[src/design/rsms_pkg.sv]
// Shared types and constants for the rotated sorted minimum search block.
// Used by rsms_mem, rsms_search and rotated_sorted_min_search.
package rsms_pkg;

    // Default number of elements the value store holds.
    localparam int DEPTH_DEF = 1024;
    // Width of one stored element.
    localparam int VAL_W = 32;
    // Width of the rotation field in a result item.
    localparam int ROT_W = 10;

    // One input item: an element and its end-of-array mark.
    typedef struct packed {
        logic signed [VAL_W-1:0] elem_value;
        logic                    last;
    } t_in_item;

    // One result item.
    typedef struct packed {
        logic [ROT_W-1:0] rotation;
        logic             found;
    } t_out_item;

    // Search sequencer states.
    typedef enum logic [2:0] {
        S_LOAD,
        S_CHECK,
        S_RD_HI,
        S_ENDS,
        S_RD_NXT,
        S_RD_PRV,
        S_DECIDE,
        S_DONE
    } t_srch_state;

    // Status of the search sequencer toward the top level.
    typedef struct packed {
        logic busy;
        logic done;
        logic found;
    } t_srch_stat;

endpackage

[src/design/rsms_search.sv]
// Binary search sequencer that walks the value store through its read port.
// Depends on rsms_pkg for the state enum and the status struct.
module rsms_search
    import rsms_pkg::*;
#(
    parameter int DEPTH = DEPTH_DEF,
    localparam int AW = (DEPTH > 1) ? $clog2(DEPTH) : 1,
    localparam int CW = $clog2(DEPTH + 1),
    localparam int IW = CW + 1
) (
    input  logic             i_clk,
    input  logic             i_rst_n,
    input  logic             i_start,
    input  logic [CW-1:0]    i_count,
    input  logic             i_res_take,
    input  logic [VAL_W-1:0] i_rdata,
    output logic [AW-1:0]    o_raddr,
    output t_srch_stat       o_stat,
    output logic [AW-1:0]    o_where
);

    t_srch_state r_state, n_state;

    logic signed [IW-1:0]    r_lo, n_lo;
    logic signed [IW-1:0]    r_hi, n_hi;
    logic [CW-1:0]           r_count, n_count;
    logic [AW-1:0]           r_mid, n_mid;
    logic signed [VAL_W-1:0] r_vlo, n_vlo;
    logic signed [VAL_W-1:0] r_vhi, n_vhi;
    logic signed [VAL_W-1:0] r_vm, n_vm;
    logic signed [VAL_W-1:0] r_vn, n_vn;
    logic [AW-1:0]           r_where, n_where;
    logic                    r_found, n_found;

    logic signed [VAL_W-1:0] w_rd;
    logic [IW:0]             w_sum;
    logic [AW-1:0]           w_mid;
    logic [CW-1:0]           w_mid1;
    logic [CW-1:0]           w_cm1;
    logic [AW-1:0]           w_nxt;
    logic [AW-1:0]           w_prv;
    logic signed [IW-1:0]    w_mid_ext;
    logic                    w_range_ok;
    logic                    w_ends_ok;
    logic                    w_is_pivot;

    // Index arithmetic: middle of the range and its wrapped neighbors.
    assign w_rd       = $signed(i_rdata);
    assign w_sum      = {r_lo[IW-1], r_lo} + {r_hi[IW-1], r_hi};
    assign w_mid      = w_sum[AW:1];
    assign w_mid1     = CW'(r_mid) + CW'(1);
    assign w_cm1      = r_count - CW'(1);
    assign w_nxt      = (w_mid1 == r_count) ? '0 : w_mid1[AW-1:0];
    assign w_prv      = (r_mid == '0) ? w_cm1[AW-1:0] : r_mid - AW'(1);
    assign w_mid_ext  = $signed({{(IW - AW){1'b0}}, r_mid});
    assign w_range_ok = (r_lo <= r_hi);
    assign w_ends_ok  = (r_vlo <= w_rd);
    assign w_is_pivot = (r_vm <= r_vn) && (r_vm <= w_rd);

    // Next state.
    always_comb begin
        n_state = r_state;
        unique case (r_state)
            S_LOAD: begin
                if (i_start) begin
                    n_state = S_CHECK;
                end
            end
            S_CHECK: begin
                n_state = w_range_ok ? S_RD_HI : S_DONE;
            end
            S_RD_HI: begin
                n_state = S_ENDS;
            end
            S_ENDS: begin
                n_state = w_ends_ok ? S_DONE : S_RD_NXT;
            end
            S_RD_NXT: begin
                n_state = S_RD_PRV;
            end
            S_RD_PRV: begin
                n_state = S_DECIDE;
            end
            S_DECIDE: begin
                priority if (w_is_pivot) begin
                    n_state = S_DONE;
                end else if (r_vm <= r_vhi || r_vm >= r_vlo) begin
                    n_state = S_CHECK;
                end else begin
                    n_state = S_DONE;
                end
            end
            S_DONE: begin
                if (i_res_take) begin
                    n_state = S_LOAD;
                end
            end
            default: begin
                n_state = S_LOAD;
            end
        endcase
    end

    // Read addresses and datapath updates for each state.
    always_comb begin
        o_raddr = r_lo[AW-1:0];
        n_lo    = r_lo;
        n_hi    = r_hi;
        n_count = r_count;
        n_mid   = r_mid;
        n_vlo   = r_vlo;
        n_vhi   = r_vhi;
        n_vm    = r_vm;
        n_vn    = r_vn;
        n_where = r_where;
        n_found = r_found;
        unique case (r_state)
            S_LOAD: begin
                if (i_start) begin
                    n_lo    = '0;
                    n_hi    = IW'(i_count) - IW'(1);
                    n_count = i_count;
                    n_where = '0;
                    n_found = 1'b0;
                end
            end
            S_CHECK: begin
                o_raddr = r_lo[AW-1:0];
            end
            S_RD_HI: begin
                o_raddr = r_hi[AW-1:0];
                n_vlo   = w_rd;
            end
            S_ENDS: begin
                o_raddr = w_mid;
                n_vhi   = w_rd;
                n_mid   = w_mid;
                if (w_ends_ok) begin
                    n_where = r_lo[AW-1:0];
                    n_found = 1'b1;
                end
            end
            S_RD_NXT: begin
                o_raddr = w_nxt;
                n_vm    = w_rd;
            end
            S_RD_PRV: begin
                o_raddr = w_prv;
                n_vn    = w_rd;
            end
            S_DECIDE: begin
                priority if (w_is_pivot) begin
                    n_where = r_mid;
                    n_found = 1'b1;
                end else if (r_vm <= r_vhi) begin
                    n_hi = w_mid_ext - IW'(1);
                end else if (r_vm >= r_vlo) begin
                    n_lo = w_mid_ext + IW'(1);
                end else begin
                    n_found = 1'b0;
                end
            end
            S_DONE: begin
                o_raddr = r_lo[AW-1:0];
            end
            default: begin
                o_raddr = r_lo[AW-1:0];
            end
        endcase
    end

    // Control state.
    always_ff @(posedge i_clk) begin
        if (!i_rst_n) begin
            r_state <= S_LOAD;
        end else begin
            r_state <= n_state;
        end
    end

    // Search registers.
    always_ff @(posedge i_clk) begin
        r_lo    <= n_lo;
        r_hi    <= n_hi;
        r_count <= n_count;
        r_mid   <= n_mid;
        r_vlo   <= n_vlo;
        r_vhi   <= n_vhi;
        r_vm    <= n_vm;
        r_vn    <= n_vn;
        r_where <= n_where;
        r_found <= n_found;
    end

    assign o_stat.busy  = (r_state != S_LOAD);
    assign o_stat.done  = (r_state == S_DONE);
    assign o_stat.found = r_found;
    assign o_where      = r_where;

endmodule

[config.mk]
export PLATFORM = sky130hd
export DESIGN_NAME = rsms_search
export DESIGN_NICKNAME = d
export VERILOG_FILES = /design/src/design/rsms_pkg.sv /design/src/design/rsms_search.sv
export SDC_FILE = /design/constraint.sdc
export NUM_CORES = 1
export LEC_CHECK = 0
export BUFFER_PORTS_ARGS = -buffer_cell sky130_fd_sc_hd__buf_2
export CORE_MARGIN = 8
export CORE_UTILIZATION = 40
export DETAILED_ROUTE_END_ITERATION = 8
export PLACE_DENSITY = 0.64
export SYNTH_ARGS = -nofsm -noshare
export SYNTH_HDL_FRONTEND = slang
export SYNTH_SLANG_ARGS = --single-unit
[constraint.sdc]
create_clock -name i_clk -period 4 [get_ports i_clk]
set_input_delay 0.2 -clock i_clk [delete_from_list [all_inputs] [get_ports i_clk]]
set_output_delay 0.2 -clock i_clk [all_outputs]
set_load 0.01 [all_outputs]
### Yosys cells after proc, flatten, opt, wreduce, memory -nomap -nowiden

Index checks and enable logic that the tools add are counted.
W data, S select, Z words.

* register bits after elaboration: 187
* input port bits: 47
* output and inout bits: 23
* logic and storage cells: 84

* add/subtract/negate cells: 7
* order comparisons: 6
* equality and inequality tests: 18
* muxes and demuxes: 29
* reduce and logical (&&, ||, !) cells: 13

Operators by type and width (count)
* $le A32 B32 Y1: 4
* $mux W12: 7
* $mux W10: 5
* $pmux W12 S2: 2
* $pmux W10 S4: 1
* $ge A32 B32 Y1: 1
* $pmux W10 S3: 1
* $pmux W3 S8: 1
* $add A10 B1 Y11 const B: 2
* $sub A10 B1 Y10 const B: 2
* $ne A2 B2 Y1 const B: 8
* $mux W3: 5
* $eq A3 B3 Y1 const B: 4
* $le A12 B12 Y1: 1
* $sub A11 B1 Y12 const B: 1
* $add A11 B11 Y11: 1
* $eq A11 B11 Y1: 1
* $sub A10 B1 Y11 const B: 1
* $logic_not A10 Y1: 1
* $reduce_and A5 Y1: 2
* $reduce_and A4 Y1: 2
* $eq A3 B2 Y1 const B: 2
* $ne A3 B3 Y1 const B: 2
* $reduce_bool A3 Y1: 2
* other kinds (9): 14

### Longest topological paths before layout

Gate-level depths: netlist of the first run.

* word-level depth: 5
* depth in mapped cells: 17
* depth with buffers taken out: 14

### Least setup slack after synthesis of the first run

Ideal clock, no wire load.

* path type: reg-to-output
* start point: reg r_mid[0]
* end point: out o_raddr[8]
* arrival time: 3680 ps
* required time: 3800 ps
* slack: 120 ps
* stages on the path, launching flop included: 17
* buffers on the path: 3
* cells stage by stage: edfxtp_1 > clkbuf_1 > inv_1 > ha_1 > or3b_1 > clkbuf_1 > nor3_1 > clkbuf_1 > mux2i_1 > ha_1 > nor3b_1 > o41ai_1 > a2111oi_0 > xnor2_1 > a21oi_1 > o21ai_0 > o211a_1

* cells in the longest elaborated chain, start to end: 4
* elaborated cells on any way between the ends: 7
* those cells by class: add/sub: 2; eq/ne: 1; mux: 3; reduce/logical: 1

Ends and longest elaborated chain
* start: declaration: RTL line rsms_search.sv:27 `logic [AW-1:0] r_mid, n_mid;`
* start signal: assignment: RTL line rsms_search.sv:186 `r_mid <= n_mid;`
* $add A10 B1 Y11: RTL line rsms_search.sv:51 `assign w_mid1 = CW'(r_mid) + CW'(1);`
* via w_mid1[0]: RTL line rsms_search.sv:38 `logic [CW-1:0] w_mid1;`
* $eq A11 B11 Y1: RTL line rsms_search.sv:53 `assign w_nxt = (w_mid1 == r_count) ? '0 : w_mid1[AW-1:0];`
* $mux W10: RTL line rsms_search.sv:53
* $pmux W10 S4: RTL line rsms_search.sv:117 `unique case (r_state)`
* end: declaration: RTL line rsms_search.sv:17 `output logic [AW-1:0] o_raddr,`

The timed path passes the listed nets, and every way through them passes these cells.

### Final worst setup path of the first run

* start point: reg r_mid[1]
* end point: out o_raddr[7]

* cells in the longest elaborated chain, start to end: 4
* elaborated cells on any way between the ends: 7
* those cells by class: add/sub: 2; eq/ne: 1; mux: 3; reduce/logical: 1

Ends and longest elaborated chain (RTL line)
* $add A10 B1 Y11: rsms_search.sv:51
* $eq A11 B11 Y1: rsms_search.sv:53
* $mux W10: rsms_search.sv:53
* $pmux W10 S4 *: rsms_search.sv:117

Every way passes the cells marked *; elsewhere a longest branch is shown, timed or not.

==> results of run 1 <==
==> timing repair <==
item	in CTS	in global routing
pin swaps	1	12
hold buffers	39	0
setup endpoints to repair	2	4
setup buffers	1	8
gates resized for setup	3	21
endpoints found under the hold margin	109	0
cloned	0	0
==> routing by layer <==
| metal | track usage (%) | up-vias |
|---|---|---|
| li1 | - | 4414 |
| met1 | 23.1 | 4324 |
| met2 | 28.7 | 254 |
| met3 | 3.48 | 45 |
| met4 | 5.92 | 0 |
| met5 | 0 | - |
==> final cells by class <==
class / instances / area [µm²] / area share, %
multi-input combinational: 753 / 5930 / 41.9
sequential: 186 / 5560 / 39.2
timing repair buffer: 142 / 995 / 7.02
inverter: 165 / 619 / 4.37
tap: 390 / 488 / 3.44
clock buffer: 17 / 425 / 3.00
clock inverter: 15 / 150 / 1.06
==> cell usage after synthesis (all sizes together), types with 3 or more instances <==
cell type    n
ha         186
a2111oi      5
a22o         6
nand3       21
nor2        50
nand2b      11
and4         7
nor4         6
o31ai       10
o41ai        3
xnor2       27
or3          3
nand3b       3
and2         6
nor3        20
a211oi       7
o211a        7
mux2i        5
or4b         3
inv        165
edfxtp     183
xor2        19
a21oi      102
nor2b       11
o22ai        7
o211ai      10
nand2       62
o21a        15
o21ai       41
a31oi        7
nand4       36
a21o        19
clkbuf      21
dfxtp        3
buf          6
or4          6
==> path summary, 6_finish.rpt <==
kind                           startpoint                      end  slack, ns  cells past startpoint
setup / recovery       r_mid[1]$_DFFE_PN_               o_raddr[7]       0.11                     12
hold / removal                 i_rdata[3]       r_vhi[3]$_DFFE_PN_       0.02                      1
setup reg to reg       r_vm[31]$_DFFE_PP_     o_where[1]$_DFFE_PP_       0.30                      8
hold reg to reg   r_state[0]$_SDFFE_PN0P_  r_state[0]$_SDFFE_PN0P_       0.65                      2
==> logic make-up after synthesis <==
logic type	share of synthesized area (%)
AND/OR/NAND/NOR	10.7
adder cells (fa/ha/maj)	19.4
buffers and inverters	6.12
XOR/XNOR	3.52
flip-flops	45.9
AO/OA/AOI/OAI	13.8
multiplexers	0.507
==> metrics by stage <==
step	hold WS [ns]	setup WS (ns)	setup TNS [ns]	cells
floorplan	0.299	0.120	0	1131
global placement	0.405	0.354	0	1588
detailed placement	0.409	0.234	0	1588
CTS	0.00495	-0.00157	-0.00157	1660
global route	0.0143	-0.0719	-0.191	1668
finish	0.0224	0.110	0	1668
==> state kept, by name (all words and copies together) (netlist names) <==
name	count
o_where	10
r_count	11
r_found	1
r_hi	12
r_lo	11
r_mid	10
r_state	3
r_vhi	32
r_vlo	32
r_vm	32
r_vn	32
==> power groups by stage <==
| stage | logic [µW] | clock network, µW | registers, µW |
|---|---|---|---|
| final | 1920 | 1710 | 2660 |
| after global routing | 2150 | 1790 | 2690 |
| after CTS | 1890 | 1740 | 2660 |
| after detailed placement | 1850 | 0 | 2700 |
| after global placement | 1820 | 0 | 2690 |
| after floorplan | 1210 | 0 | 2650 |
==> flow_summary.json, run 1 <==
{
  "synthArstFlopShare_pct": 0,
  "power.clock.fraction_pct": 27.1,
  "p_per_area_nw_per_um2": 444,
  "synth_top_cell_area_share_pct": 45.4,
  "netlist_top_cells_area": "edfxtp_1, ha_1, inv_1, a21oi_1, xnor2_1",
  "grt_setup_unrepaired": "yes",
  "maxSlewViolCount": 0,
  "dieWidth_um": 190,
  "gp_congestion": 0.904,
  "die_h_um": 190,
  "crit_top_cell": "or4b_4",
  "die_area_um2": 36100,
  "grt_overflow": 0,
  "routed-wl-met3_mm": 1.66,
  "n_fill_cell": 2712,
  "holdCritPathClass": "input pin to flop",
  "postRouteAntennaNets": 0,
  "crit_family": "simple AND/OR/NAND/NOR gates",
  "grt_max_degree": 52,
  "slowest_stage": "or4b_4",
  "wl_per_cell_um": 18.9,
  "drc": 0,
  "grt_pass1_wl_mm": 49.7,
  "diodes": 0,
  "arrival_ns": 3.69,
  "clock_path_buffers": 2,
  "viasPerCell": 5.42,
  "netlist-cell-type-count": 70,
  "combPwrFrac_pct": 30.5,
  "drv_cap": 0,
  "cts_tree": "done",
  "dr_total_vias": 9037,
  "final.min_clock_period_ns": 3.89,
  "synth_nets": 1365,
  "worstMarginPinSlew_ns": 0.889,
  "wl_met1_mm": 14.1,
  "intPower_uw": 4140,
  "dr_wl_met2_mm": 14.9,
  "fin_nets": 1499,
  "synth_area_um2": 12100,
  "drt_first_pass_iters": 5,
  "insertion_delay_ns": 0.45,
  "finalHoldViolCount": 0,
  "swShare_pct": 34.1,
  "p_switching_uw": 2150,
  "yosys.area.top_type": "edfxtp_1",
  "synth_top_flop_cell": "edfxtp_1",
  "crit_buf_inv": 3,
  "synth_edf_count": 183,
  "path_clk_slew_ns": 0.07,
  "cts_inserted_buffers": 17,
  "ir_worst_vdd_v": 0.000327,
  "grt_usage_pct": 17.6,
  "end_kind": "primary output",
  "final_core_util_pct": 47.7,
  "final_cell_area_um2": 14200,
  "maxSlewHeadroom_pct": 39.9,
  "synth-seq-cells": 186,
  "clock_skew_ns": 0.0147,
  "ys_seq_area_share_pct": 45.9,
  "synthCells": 1131,
  "cpPeakStageDelay_ns": 0.56,
  "placed_cell_area_um2": 13000,
  "yosysWarnings": 0,
  "drtIter0Drc": 607,
  "p_leak_uw": 0.00611,
  "core-area_um2": 29700,
  "start_util_pct": 40.7,
  "wirelength_mm": 31.4,
  "rows": 63,
  "crit_required_ns": 3.80,
  "crit_type": "flop to primary output",
  "io_pins": 70,
  "critPathMaxFanout": 5,
  "path_cells": "inv_2 -> ha_4 -> or3b_4 -> buf_6 -> or4b_4 -> o31ai_4 -> or4b_4 -> xor2_2 -> a21oi_2 -> o22ai_1 -> o21a_1 -> buf_2",
  "hpwlAfterDp_mm": 23.6,
  "seqPwrFrac_pct": 42.4,
  "grt_pass1_vias": 9257,
  "final_cell_mix": "ha_1, edfxtp_1, inv_1",
  "cts_sinks": 186,
  "portBuffers": 69,
  "start_kind": "flop",
  "final_common_cell": "ha_1",
  "highest_layer": "met4",
  "period_share_pct": 97.3,
  "syn_avg_cell_area_um2": 10.7,
  "setup_viol": 0,
  "fmax_mhz": 257,
  "syn2layout_area_growth_pct": 17.1,
  "clockRootBuffer": "clkbuf_16",
  "htree_levels": 4,
  "layout-drive-gt1-share_pct": 12.8,
  "status": "complete, no violations",
  "p_total_uw": 6280,
  "antenna_found_initial": 0
}
Power figures use the tool's default switching activity.
==> run 2, diff against run 1 <==
Settings changed: CORE_UTILIZATION 40 to 33, PLACE_DENSITY 0.64 to 0.56.
==> run 2 against run 1 <==
  * Register-to-register slack worse by 0.06 ns
  * Via count shrank 1.9%
  * Combinational power is essentially flat
  * Core utilization fell by 8.5 points
  * Highest routed layer is now met5
  * Sequential cell count is the same
  * First-iteration DRC count decreased by 15%
  * Power grew 0.24%
  * Design area up 0.49%
  * Critical endpoint unchanged
==> flow_summary.json, run 2 (synthesis gave the netlist of run 1 again) <==
{
  "rows": 70,
  "p_per_area_nw_per_um2": 442,
  "portBuffers": 69,
  "end_kind": "primary output",
  "antenna_found_initial": 1,
  "path_clk_slew_ns": 0.08,
  "grt_pass1_wl_mm": 51.1,
  "crit_top_cell": "or4b_4",
  "viasPerCell": 5.07,
  "p_leak_uw": 0.00612,
  "diodes": 0,
  "grt_pass1_vias": 9185,
  "clockRootBuffer": "clkbuf_16",
  "grt_max_degree": 52,
  "critPathMaxFanout": 7,
  "crit_buf_inv": 2,
  "setup_viol": 0,
  "rrSetupSlack_ns": 0.24,
  "final.min_clock_period_ns": 3.86,
  "hpwlAfterDp_mm": 24.7,
  "final_cell_mix": "ha_1, edfxtp_1, inv_1",
  "r2r-end": "o_where[9]$_DFFE_PP_",
  "min_from": "i_rdata[13]",
  "finalHoldViolCount": 0,
  "die_h_um": 207,
  "cts_tree": "done",
  "final_common_cell": "ha_1",
  "wl_per_cell_um": 18.5,
  "crit_type": "flop to primary output",
  "grt_setup_unrepaired": "yes",
  "maxSlewHeadroom_pct": 44.9,
  "slowest_stage": "or4_4",
  "fmax_mhz": 259,
  "start_kind": "flop",
  "die_area_um2": 43000,
  "crit_start": "r_mid[8]$_DFFE_PN_",
  "worstMarginPinSlew_ns": 0.827,
  "dr_total_vias": 8869,
  "arrival_ns": 3.66,
  "drtIter0Drc": 516,
  "layout-drive-gt1-share_pct": 12.7,
  "path_cells": "or4_4 -> buf_4 -> or4b_4 -> o31ai_4 -> or4b_4 -> xor2_2 -> a21oi_1 -> o22ai_1 -> o21a_1 -> buf_2",
  "final_core_util_pct": 39.2,
  "p_total_uw": 6300,
  "hold_path_end": "r_vlo[13]$_DFFE_PN_",
  "postRouteAntennaNets": 0,
  "gp_congestion": 0.881,
  "status": "complete, no violations",
  "holdWs_ns": 0.0239,
  "start_util_pct": 33.3,
  "grt_usage_pct": 15.0,
  "grt_overflow": 0,
  "routed-wl-met3_mm": 1.30,
  "drc": 0,
  "io_pins": 70,
  "syn2layout_area_growth_pct": 17.7,
  "r2r_cells": 8,
  "seqPwrFrac_pct": 42.5,
  "intPower_uw": 4140,
  "drv_cap": 0,
  "crit_family": "simple AND/OR/NAND/NOR gates",
  "maxSlewViolCount": 0,
  "insertion_delay_ns": 0.45,
  "swShare_pct": 34.3,
  "combPwrFrac_pct": 30.4,
  "fin_setup_tns_ns": 0,
  "rr_startpoint": "r_vm[23]$_DFFE_PP_",
  "clock_skew_ns": 0.0162,
  "fin_nets": 1502,
  "ir_worst_vdd_v": 0.000286,
  "dr_wl_met2_mm": 15.3,
  "whs_path_depth": 1,
  "wl_met1_mm": 15.3,
  "core-area_um2": 36300,
  "crit_required_ns": 3.80,
  "highest_layer": "met5",
  "cpPeakStageDelay_ns": 0.57,
  "drt_first_pass_iters": 4,
  "clock_path_buffers": 2,
  "cts_sinks": 186,
  "dieWidth_um": 207,
  "period_share_pct": 96.6,
  "cts_inserted_buffers": 17,
  "wirelength_mm": 32.4,
  "p_switching_uw": 2160,
  "holdCritPathClass": "input pin to flop",
  "htree_levels": 4,
  "power.clock.fraction_pct": 27.1
}
[run 2: power by group through the flow]
stage	combinational (µW)	sequential [µW]	clock [µW]
after floorplan	1210	2650	0
after CTS	1910	2680	1740
after global routing	2150	2700	1810
final	1920	2680	1710
after detailed placement	1870	2720	0
after global placement	1850	2710	0
[run 2: how the worst max path moves through the flow]
stage                     slack (ns)  cells past startpoint    endpoint
final                           0.14                     10  o_raddr[7]
after global routing          -0.002                     15  o_raddr[8]
after CTS                      0.002                     15  o_raddr[6]
after detailed placement        0.20                     15  o_raddr[8]
after global placement          0.36                     15  o_raddr[8]
after floorplan                 0.12                     16  o_raddr[8]
[run 2: final cells by class]
cell class / instances / area [µm²]
Timing Repair Buffer: 145 / 1020
Clock buffer: 19 / 433
Clock inverter: 13 / 141
Tap cell: 468 / 586
Multi-Input combinational cell: 753 / 5890
Fill cell: 3530 / 22100
Sequential cell: 186 / 5560
Inverter: 165 / 619
[run 2: routing by layer]
metal / up-vias / global-route usage, %
li1: 4416 / -
met1: 4246 / 19.5
met2: 171 / 25.2
met3: 34 / 3.08
met4: 2 / 4.19
met5: - / 0
[run 2: per-stage QoR]
step | cells | setup WS [ns] | cell area (µm²)
2_1_floorplan | 1131 | 0.120 | 12100
3_3_place_gp | 1666 | 0.360 | 13100
3_5_place_dp | 1666 | 0.195 | 13100
4_1_cts | 1738 | 0.00202 | 14100
5_1_grt | 1749 | -0.00180 | 14200
6_report | 1749 | 0.137 | 14200
[run 2: what timing repair did]
item,in CTS,in global routing
setup buffers,1,11
endpoints found under the setup margin,2,4
hold buffers,39,0
gates cloned,0,0
pin swaps,1,6
endpoints found under the hold margin,118,0
gates resized for setup,5,10
